--- src/hdl/ade_pkg.sv ---
// ----------------------------------------------------------------------------
// ade_pkg: shared types and constants for the array deque engine
// Request and response transaction formats, operation and status codes,
// and the per-request bookkeeping handed from the controller to the top.
// ----------------------------------------------------------------------------
package ade_pkg;

  // default geometry
  localparam int DEPTH_DEF      = 8;
  localparam int DATA_WIDTH_DEF = 32;

  // width of the value fields on the ports
  localparam int VALUE_W = 32;

  // operation codes; codes 5 to 7 are no-ops
  typedef enum logic [2:0] {
    REQ_PUSH_REAR  = 3'd0,
    REQ_PUSH_FRONT = 3'd1,
    REQ_POP_FRONT  = 3'd2,
    REQ_POP_REAR   = 3'd3,
    REQ_PEEK       = 3'd4
  } req_code_t;

  // response status codes
  typedef enum logic [1:0] {
    ST_OK      = 2'd0,
    ST_NO_ROOM = 2'd1,
    ST_EMPTY   = 2'd2
  } status_t;

  // request transaction
  typedef struct packed {
    req_code_t                  req_type;
    logic signed [VALUE_W-1:0]  item_value;
  } req_t;

  // response transaction
  typedef struct packed {
    logic signed [VALUE_W-1:0]  read_value;
    status_t                    status;
    logic                       now_empty;
    logic                       now_full;
  } rsp_t;

  // result bookkeeping for a request waiting on the RAM read
  typedef struct packed {
    status_t status;
    logic    now_empty;
    logic    now_full;
    logic    rd_used;
  } res_info_t;

endpackage

--- src/hdl/ade_ram.sv ---
// ----------------------------------------------------------------------------
// ade_ram: generic single-port RAM
// One read or write per cycle; read data is registered and holds its value
// until the next read.
// ----------------------------------------------------------------------------
module ade_ram #(
  parameter int WIDTH = 32,
  parameter int DEPTH = 8
) (
  input  logic                     clk,
  input  logic                     rd_en,
  input  logic                     wr_en,
  input  logic [$clog2(DEPTH)-1:0] addr,
  input  logic [WIDTH-1:0]         wdata,
  output logic [WIDTH-1:0]         rdata
);

  logic [WIDTH-1:0] mem [DEPTH];

  // storage and registered read port
  always_ff @(posedge clk) begin
    if (wr_en) begin
      mem[addr] <= wdata;
    end
    if (rd_en) begin
      rdata <= mem[addr];
    end
  end

endmodule

--- src/hdl/ade_ctrl.sv ---
// ----------------------------------------------------------------------------
// ade_ctrl: deque index controller
// Holds head, tail and empty state, decodes each accepted request into at most one
// RAM access and produces the status and flags of its response.
// ----------------------------------------------------------------------------
module ade_ctrl #(
  parameter int DEPTH      = ade_pkg::DEPTH_DEF,
  parameter int DATA_WIDTH = ade_pkg::DATA_WIDTH_DEF
) (
  input  logic                     clk,
  input  logic                     rst,
  input  logic                     acc,
  input  ade_pkg::req_t            req,
  output logic                     ram_rd_en,
  output logic                     ram_wr_en,
  output logic [$clog2(DEPTH)-1:0] ram_addr,
  output logic [DATA_WIDTH-1:0]    ram_wdata,
  output ade_pkg::res_info_t       info
);

  localparam int IDX_W = $clog2(DEPTH);
  localparam logic [IDX_W-1:0] LAST = IDX_W'(DEPTH - 1);
  localparam logic [IDX_W-1:0] ZERO = '0;
  localparam logic [IDX_W-1:0] ONE  = IDX_W'(1);

  logic [IDX_W-1:0] head, head_next;
  logic [IDX_W-1:0] tail, tail_next;
  logic             empty, empty_next;

  // store item in the low DATA_WIDTH bits, zero above bit 31
  generate
    if (DATA_WIDTH <= ade_pkg::VALUE_W) begin : g_wr_narrow
      assign ram_wdata = req.item_value[DATA_WIDTH-1:0];
    end else begin : g_wr_wide
      assign ram_wdata = {{(DATA_WIDTH - ade_pkg::VALUE_W){1'b0}}, req.item_value};
    end
  endgenerate

  // request decode
  always_comb begin
    head_next   = head;
    tail_next   = tail;
    empty_next  = empty;
    ram_rd_en   = 1'b0;
    ram_wr_en   = 1'b0;
    ram_addr    = head;
    info.status = ade_pkg::ST_OK;
    info.rd_used = 1'b0;
    case (req.req_type)
      ade_pkg::REQ_PUSH_REAR: begin
        if (empty) begin
          head_next  = ZERO;
          tail_next  = ZERO;
          empty_next = 1'b0;
          ram_wr_en  = acc;
          ram_addr   = ZERO;
        end else if (tail == LAST) begin
          info.status = ade_pkg::ST_NO_ROOM;
        end else begin
          tail_next = tail + ONE;
          ram_wr_en = acc;
          ram_addr  = tail + ONE;
        end
      end
      ade_pkg::REQ_PUSH_FRONT: begin
        if (empty || head == ZERO) begin
          info.status = ade_pkg::ST_NO_ROOM;
        end else begin
          head_next = head - ONE;
          ram_wr_en = acc;
          ram_addr  = head - ONE;
        end
      end
      ade_pkg::REQ_POP_FRONT: begin
        if (empty) begin
          info.status = ade_pkg::ST_EMPTY;
        end else begin
          ram_rd_en    = acc;
          ram_addr     = head;
          info.rd_used = 1'b1;
          if (head == tail) begin
            head_next  = ZERO;
            tail_next  = ZERO;
            empty_next = 1'b1;
          end else begin
            head_next = head + ONE;
          end
        end
      end
      ade_pkg::REQ_POP_REAR: begin
        if (empty) begin
          info.status = ade_pkg::ST_EMPTY;
        end else begin
          ram_rd_en    = acc;
          ram_addr     = tail;
          info.rd_used = 1'b1;
          if (head == tail) begin
            head_next  = ZERO;
            tail_next  = ZERO;
            empty_next = 1'b1;
          end else begin
            tail_next = tail - ONE;
          end
        end
      end
      ade_pkg::REQ_PEEK: begin
        if (empty) begin
          info.status = ade_pkg::ST_EMPTY;
        end else begin
          ram_rd_en    = acc;
          ram_addr     = head;
          info.rd_used = 1'b1;
        end
      end
      default: begin
      end
    endcase
    // flags as they stand after the request
    info.now_empty = empty_next;
    info.now_full  = !empty_next && (tail_next == LAST);
  end

  // index state
  always_ff @(posedge clk) begin
    if (rst) begin
      head  <= ZERO;
      tail  <= ZERO;
      empty <= 1'b1;
    end else if (acc) begin
      head  <= head_next;
      tail  <= tail_next;
      empty <= empty_next;
    end
  end

endmodule

--- src/hdl/array_deque_engine.sv ---
// ----------------------------------------------------------------------------
// array_deque_engine: double-ended queue in a fixed, non-wrapping array
// Slots live in a single-port RAM; head, tail and empty live in registers.
// ----------------------------------------------------------------------------
// Usage:
//   in_valid/in_ready/in_data carry request transactions: an operation code
//   (push rear, push front, pop front, pop rear, peek front) and a value.
//   out_valid/out_ready/out_data carry one response transaction per request:
//   the value read, a status code and the empty/full flags after the request.
//   Response path: a request's RAM read and its bookkeeping are registered
//   at acceptance, then its response is loaded into the output register.
//   Throughput: one request per cycle while the output is not stalled; each
//   request makes at most one access to the one RAM port, and indices update in
//   the cycle of acceptance, so a read always sees every earlier write.
//   Reset (rst, synchronous) empties the deque and drops any pending or
//   buffered response. Slot contents are not cleared.
//   When the receiver stalls, the output register and the pending stage
//   hold their transactions; in_ready drops once both are occupied and
//   rises again as soon as out_ready takes the output.
// ----------------------------------------------------------------------------
module array_deque_engine #(
  parameter int DEPTH      = ade_pkg::DEPTH_DEF,
  parameter int DATA_WIDTH = ade_pkg::DATA_WIDTH_DEF
) (
  input  logic           clk,
  input  logic           rst,
  input  logic           in_valid,
  output logic           in_ready,
  input  ade_pkg::req_t  in_data,
  output logic           out_valid,
  input  logic           out_ready,
  output ade_pkg::rsp_t  out_data
);

  localparam int IDX_W = $clog2(DEPTH);

  logic                    in_acc;
  logic                    out_free;
  logic                    ram_rd_en;
  logic                    ram_wr_en;
  logic [IDX_W-1:0]        ram_addr;
  logic [DATA_WIDTH-1:0]   ram_wdata;
  logic [DATA_WIDTH-1:0]   ram_rdata;
  ade_pkg::res_info_t      acc_info;
  logic                    pend_valid;
  ade_pkg::res_info_t      pend_info;
  logic [ade_pkg::VALUE_W-1:0] rd_ext;

  // handshake
  assign out_free = !out_valid || out_ready;
  assign in_ready = !pend_valid || out_free;
  assign in_acc   = in_valid && in_ready;

  ade_ctrl #(
    .DEPTH      (DEPTH),
    .DATA_WIDTH (DATA_WIDTH)
  ) u_ctrl (
    .clk       (clk),
    .rst       (rst),
    .acc       (in_acc),
    .req       (in_data),
    .ram_rd_en (ram_rd_en),
    .ram_wr_en (ram_wr_en),
    .ram_addr  (ram_addr),
    .ram_wdata (ram_wdata),
    .info      (acc_info)
  );

  ade_ram #(
    .WIDTH (DATA_WIDTH),
    .DEPTH (DEPTH)
  ) u_ram (
    .clk   (clk),
    .rd_en (ram_rd_en),
    .wr_en (ram_wr_en),
    .addr  (ram_addr),
    .wdata (ram_wdata),
    .rdata (ram_rdata)
  );

  // fit stored data to the 32-bit field: sign-extend or truncate
  generate
    if (DATA_WIDTH < ade_pkg::VALUE_W) begin : g_rd_narrow
      assign rd_ext = {{(ade_pkg::VALUE_W - DATA_WIDTH){ram_rdata[DATA_WIDTH-1]}},
                       ram_rdata};
    end else begin : g_rd_wide
      assign rd_ext = ram_rdata[ade_pkg::VALUE_W-1:0];
    end
  endgenerate

  // pending stage: waits for the RAM read data
  always_ff @(posedge clk) begin
    if (rst) begin
      pend_valid <= 1'b0;
    end else if (in_acc) begin
      pend_valid <= 1'b1;
    end else if (out_free) begin
      pend_valid <= 1'b0;
    end
  end

  always_ff @(posedge clk) begin
    if (in_acc) begin
      pend_info <= acc_info;
    end
  end

  // output register
  always_ff @(posedge clk) begin
    if (rst) begin
      out_valid <= 1'b0;
    end else if (out_free) begin
      out_valid <= pend_valid;
    end
  end

  always_ff @(posedge clk) begin
    if (out_free && pend_valid) begin
      out_data.read_value <= pend_info.rd_used ? rd_ext : '0;
      out_data.status     <= pend_info.status;
      out_data.now_empty  <= pend_info.now_empty;
      out_data.now_full   <= pend_info.now_full;
    end
  end

  // a full deque is never empty
  a_flags_exclusive: assert property (@(posedge clk) disable iff (rst)
    out_valid |-> !(out_data.now_full && out_data.now_empty))
    else $error("response flags full and empty together");

  // only successful pops and peeks read the RAM
  a_read_ok: assert property (@(posedge clk) disable iff (rst)
    pend_valid && pend_info.rd_used |-> pend_info.status == ade_pkg::ST_OK)
    else $error("RAM read on a failed request");

  // a blocked pending response keeps its bookkeeping
  a_pend_hold: assert property (@(posedge clk) disable iff (rst)
    pend_valid && !out_free |=> pend_valid && $stable(pend_info))
    else $error("pending response lost while output stalled");

endmodule

--- config.mk ---
export PLATFORM = sky130hd
export DESIGN_NAME = array_deque_engine
export DESIGN_NICKNAME = d
export VERILOG_FILES = /design/src/hdl/ade_pkg.sv /design/src/hdl/ade_ram.sv /design/src/hdl/ade_ctrl.sv /design/src/hdl/array_deque_engine.sv
export SDC_FILE = /design/constraint.sdc
export NUM_CORES = 1
export LEC_CHECK = 0
export BUFFER_PORTS_ARGS = -buffer_cell sky130_fd_sc_hd__buf_2
export CAP_MARGIN = 5
export CORE_ASPECT_RATIO = 0.9
export CORE_MARGIN = 10
export CORE_UTILIZATION = 60
export CTS_CLUSTER_DIAMETER = 30
export DETAILED_ROUTE_END_ITERATION = 6
export GPL_ROUTABILITY_DRIVEN = 0
export PLACE_DENSITY = 0.84
export SLEW_MARGIN = 40
export SYNTH_ARGS = -nofsm -noshare
export SYNTH_HDL_FRONTEND = slang
export SYNTH_SLANG_ARGS = --single-unit
--- constraint.sdc ---
create_clock -name clk -period 5.1 [get_ports clk]
set_input_delay 1.275 -clock clk [delete_from_list [all_inputs] [get_ports clk]]
set_output_delay 1.275 -clock clk [all_outputs]
set_load 0.02 [all_outputs]
==> results.md <==
- For the pin with the worst max-slew slack, the measured transition is about 920 ps.
- Clock tree synthesis inserted a total of 52 buffers.
- The number of remaining DRC errors is 0.
- The sequential fraction of the synthesis area is 0.7249.
- The share of the cycle needed by the critical path after routing is 0.8057.
- The antenna diode instance count is 0.
- The floorplan die width is 180.3 µm.
- The fraction of synthesized cell area taken by the top area cell type is 0.7119.
- The number of DRC violations after detailed-routing iteration 0 is 1088.
- The data arrival time of the critical path is 4350 ps.
- After clock tree synthesis, the repair step resized 0 gates.
- After detailed routing, the average wire length per cell comes to 25.18 µm.
- Relative to the synthesized area, the layout overhead comes to 18.83%.
- The endpoint of the worst register-to-register path is u_ram.rdata[18]$_DFFE_PP_.
- Clock-pin slew was measured on the worst setup and hold paths at 50 ps.
- TritonCTS built the clock tree.
- The worst-case vdd ir drop is 0.3148 mV.
- The share of synthesized flip-flops with an asynchronous set or reset is 0.
- CTS saw 338 sinks.
- Entering global routing, the biggest net connects 105 pins.
- The final-report setup violation count is 0.
- Buffers inserted to repair hold after CTS numbered 0.
- The cell count after synthesis is 884.
- After the flow finishes, the layout carries non-filler instances totaling 1307.
- The instance count after placement with tap cells included is around 1200.
- The total overflow reported by the global router is 0.
- The register-to-register setup slack is roughly 1300 ps.
- In this run the critical register-to-register path is launched from u_ctrl.tail[0]$_SDFFE_PP0N_.
- The number of hold violations in the final report was 0.
- The count of TritonRoute iterations in the first routing pass is 5.
- The path with the worst hold slack has its endpoint at out_data[0]$_DFFE_PP_.
- The clock passes through at most 3 buffers.
- The endpoint required time on the critical path is 5340 ps.
- Setup slack closes at 991.2 ps.
- Of the cells placed in the final design, the portion with a size suffix greater than 1 is 0.2535.
- The floorplan die area is 0.02962 mm².
- The critical path is of the input pin to flop type.
- In this run the tightest slew margin relative to its limit is 0.3727.
- The most repeated cell in the gate-level netlist after synthesis is edfxtp_1.
- The number of global-route vias before repair is 8840.
- The prevailing post-synth register cell is edfxtp_1.
- The total global routing track utilization is 0.2191.
- The power per unit of standard cell area is 427.1 mW/mm².
- The nature of the critical path startpoint is an input pin.
- Setup repair after global routing left no endpoint under its margin.
- The dominant cell type by area after synthesis is edfxtp_1.
- The path class of the tightest hold or removal check is flop to flop.
- The die boundary height is around 160 µm.
- The total length of routed wires is about 33000 µm.
- In this run the most critical hold path is launched from pend_info[1]$_DFFE_PN_.
- In this run the worst path has a maximum fanout of between 40 and 50.
- The root buffer cell chosen for the clock tree is clkbuf_16.
- The average size of a mapped cell is 15.70 µm².
- After floorplanning, the core was divided into 52 placement rows.
- The count of nets left with antenna violations once routing finished came out at 0.
- The count of flip-flops with a built-in enable after synthesis is roughly 330.
- The total negative setup slack is 0 ps.
- The max-cap check violation count is 0.
- The number of distinct library cells after synthesis is 48.
- The Yosys step of the flow raised 0 warnings.
- The run finished with clean final reports.
- By count the netlist is led by edfxtp_1 (329), and3_1 (128), a2111oi_0 (90), clkbuf_1 (54), a2111oi_2 (38).
- The initial core utilization is 0.6129.
- The shortest clock period the worst path allows after layout is 4109 ps.
- The maximum level of the CTS H-tree is 2.
- The initial antenna violation count is 2.
- The core area is between 0.02 and 0.025 mm².
- The insertion delay to the later sink of the worst-skew pair is 580 ps.
- Counting every net in the synthesized netlist gives slightly above 900.
- The via count normalized by instance count is about 6.7.
- The detailed router placed roughly 8700 vias in this run.
- Along the worst hold path, the cell count comes to 0.
- The buffers inserted during post-CTS setup optimization is 0.
- The mapped netlist covers 0.01388 mm².
- The number of cells on the worst reg-to-reg path is 9.
- Timing would allow up to about 240 MHz.
- The sum of net half-perimeters after detailed placement is 17990 µm.
- The count of pins on the block boundary is 77.
- Before CTS, the worst setup slack after placement is 772.1 ps.
- The leakage component of the power is between 5 and 6 nW.
- The number of register bits inferred by synthesis is 338.
- Across the routed clock network, the largest skew measured is 22.99 ps.
- For this run, the post-layout net count is roughly 1000.
- After synthesis, the cell types taking the most area are edfxtp_1 (71%), and3_1 (5.8%), a2111oi_0 (5.7%), a2111oi_2 (4.1%), nor4_1 (1.6%).
- The number of slew-limit violations in the final report is 0.
- The global-route wire length before repair is 51180 µm.
- The worst setup path is captured at a flop.
- The count of port buffers added during placement is 76.
-- logic make-up after synthesis --
logic type | share of synthesized area
fa+ha+maj | 0.006311
xor+xnor | 0.001894
buf+inv | 0.03219
simple gates | 0.1096
compound gates | 0.1206
mux | 0.004508
flops | 0.7249
-- power by group --
part	total, mW	leakage (nW)	internal, mW	switching, mW
Sequential	3.11	3.06	3.09	0.0165
Combinational	0.406	1.83	0.123	0.282
Clock	3.53	0.855	2.24	1.29
-- per-stage QoR --
stage               instance area, µm²  hold slack, ps  power (mW)  utilization
CTS                              16470           417.7       7.064       0.7275
global placement                 14640           402.6       3.533       0.6466
detailed placement               14710           406.6       3.554       0.6496
finish                           16490           418.2       7.044       0.7283
global route                     16490           435.3       7.217       0.7283
floorplan                        13880           400.3       3.408            -
-- final cells by class --
type	instances	area [µm²]
Timing Repair Buffer	111	757.0
Clock buffer	58	1324
Sequential cell	338	10060
Tap cell	297	371.6
Clock inverter	40	439.2
Fill cell	1338	6151
Multi-Input combinational cell	449	3487
Inverter	14	52.55
-- how the worst max path moves through the flow --
stage | endpoint | slack [ps] | cells after the start | start
after floorplan | u_ram.mem[5][0]$_DFFE_PP_ | 450 | 8 | in_data[33]
after global placement | u_ram.rdata[18]$_DFFE_PP_ | 840 | 8 | in_data[32]
after detailed placement | u_ram.rdata[18]$_DFFE_PP_ | 770 | 8 | in_data[32]
after CTS | u_ram.rdata[18]$_DFFE_PP_ | 1270 | 8 | in_data[32]
after global routing | u_ram.rdata[18]$_DFFE_PP_ | 900 | 8 | in_data[32]
final | u_ram.rdata[18]$_DFFE_PP_ | 990 | 8 | in_data[32]
-- layout by cell type (no fill, tap or decap), drive strengths merged, types with 3 or more instances in the layout --
| cell | netlist | layout |
|---|---|---|
| nor2b | 4 | 4 |
| o21ai | 12 | 12 |
| nor3 | 3 | 3 |
| clkinvlp | 0 | 4 |
| dfxtp | 9 | 9 |
| clkinv | 0 | 22 |
| nand2b | 4 | 4 |
| ha | 7 | 7 |
| nor4 | 36 | 36 |
| buf | 26 | 111 |
| edfxtp | 329 | 329 |
| mux2i | 4 | 4 |
| bufinv | 0 | 7 |
| a31oi | 4 | 4 |
| a2111oi | 128 | 128 |
| xnor2 | 3 | 3 |
| and2 | 32 | 32 |
| a21oi | 12 | 12 |
| and3 | 128 | 128 |
| clkbuf | 57 | 58 |
| nand4 | 3 | 3 |
| a211oi | 6 | 6 |
| nand2 | 12 | 12 |
| inv | 14 | 21 |
| nor2 | 28 | 28 |
-- critical path, stage by stage --
cell	delay [ps]
buf_2	200
inv_1	130
a21oi_1	400
or2_2	540
nand2_4	370
buf_12	300
a2111oi_0	860
nor4_1	220
-- sequential cells by signal (all words and copies together), names as in the netlist --
signal,count
out_data,36
out_valid,1
pend_info,5
pend_valid,1
u_ctrl.empty,1
u_ctrl.head,3
u_ctrl.tail,3
u_ram.mem,256
u_ram.rdata,32
-- metal layers --
layer	vias to the layer above	wire, µm	global-route usage
met3	85	2982	0.04773
li1	3822	-	-
met2	495	16090	0.3636
met1	4298	12930	0.2811
met5	-	26	0
met4	4	886	0.07933
Power figures use the tool's default switching activity.
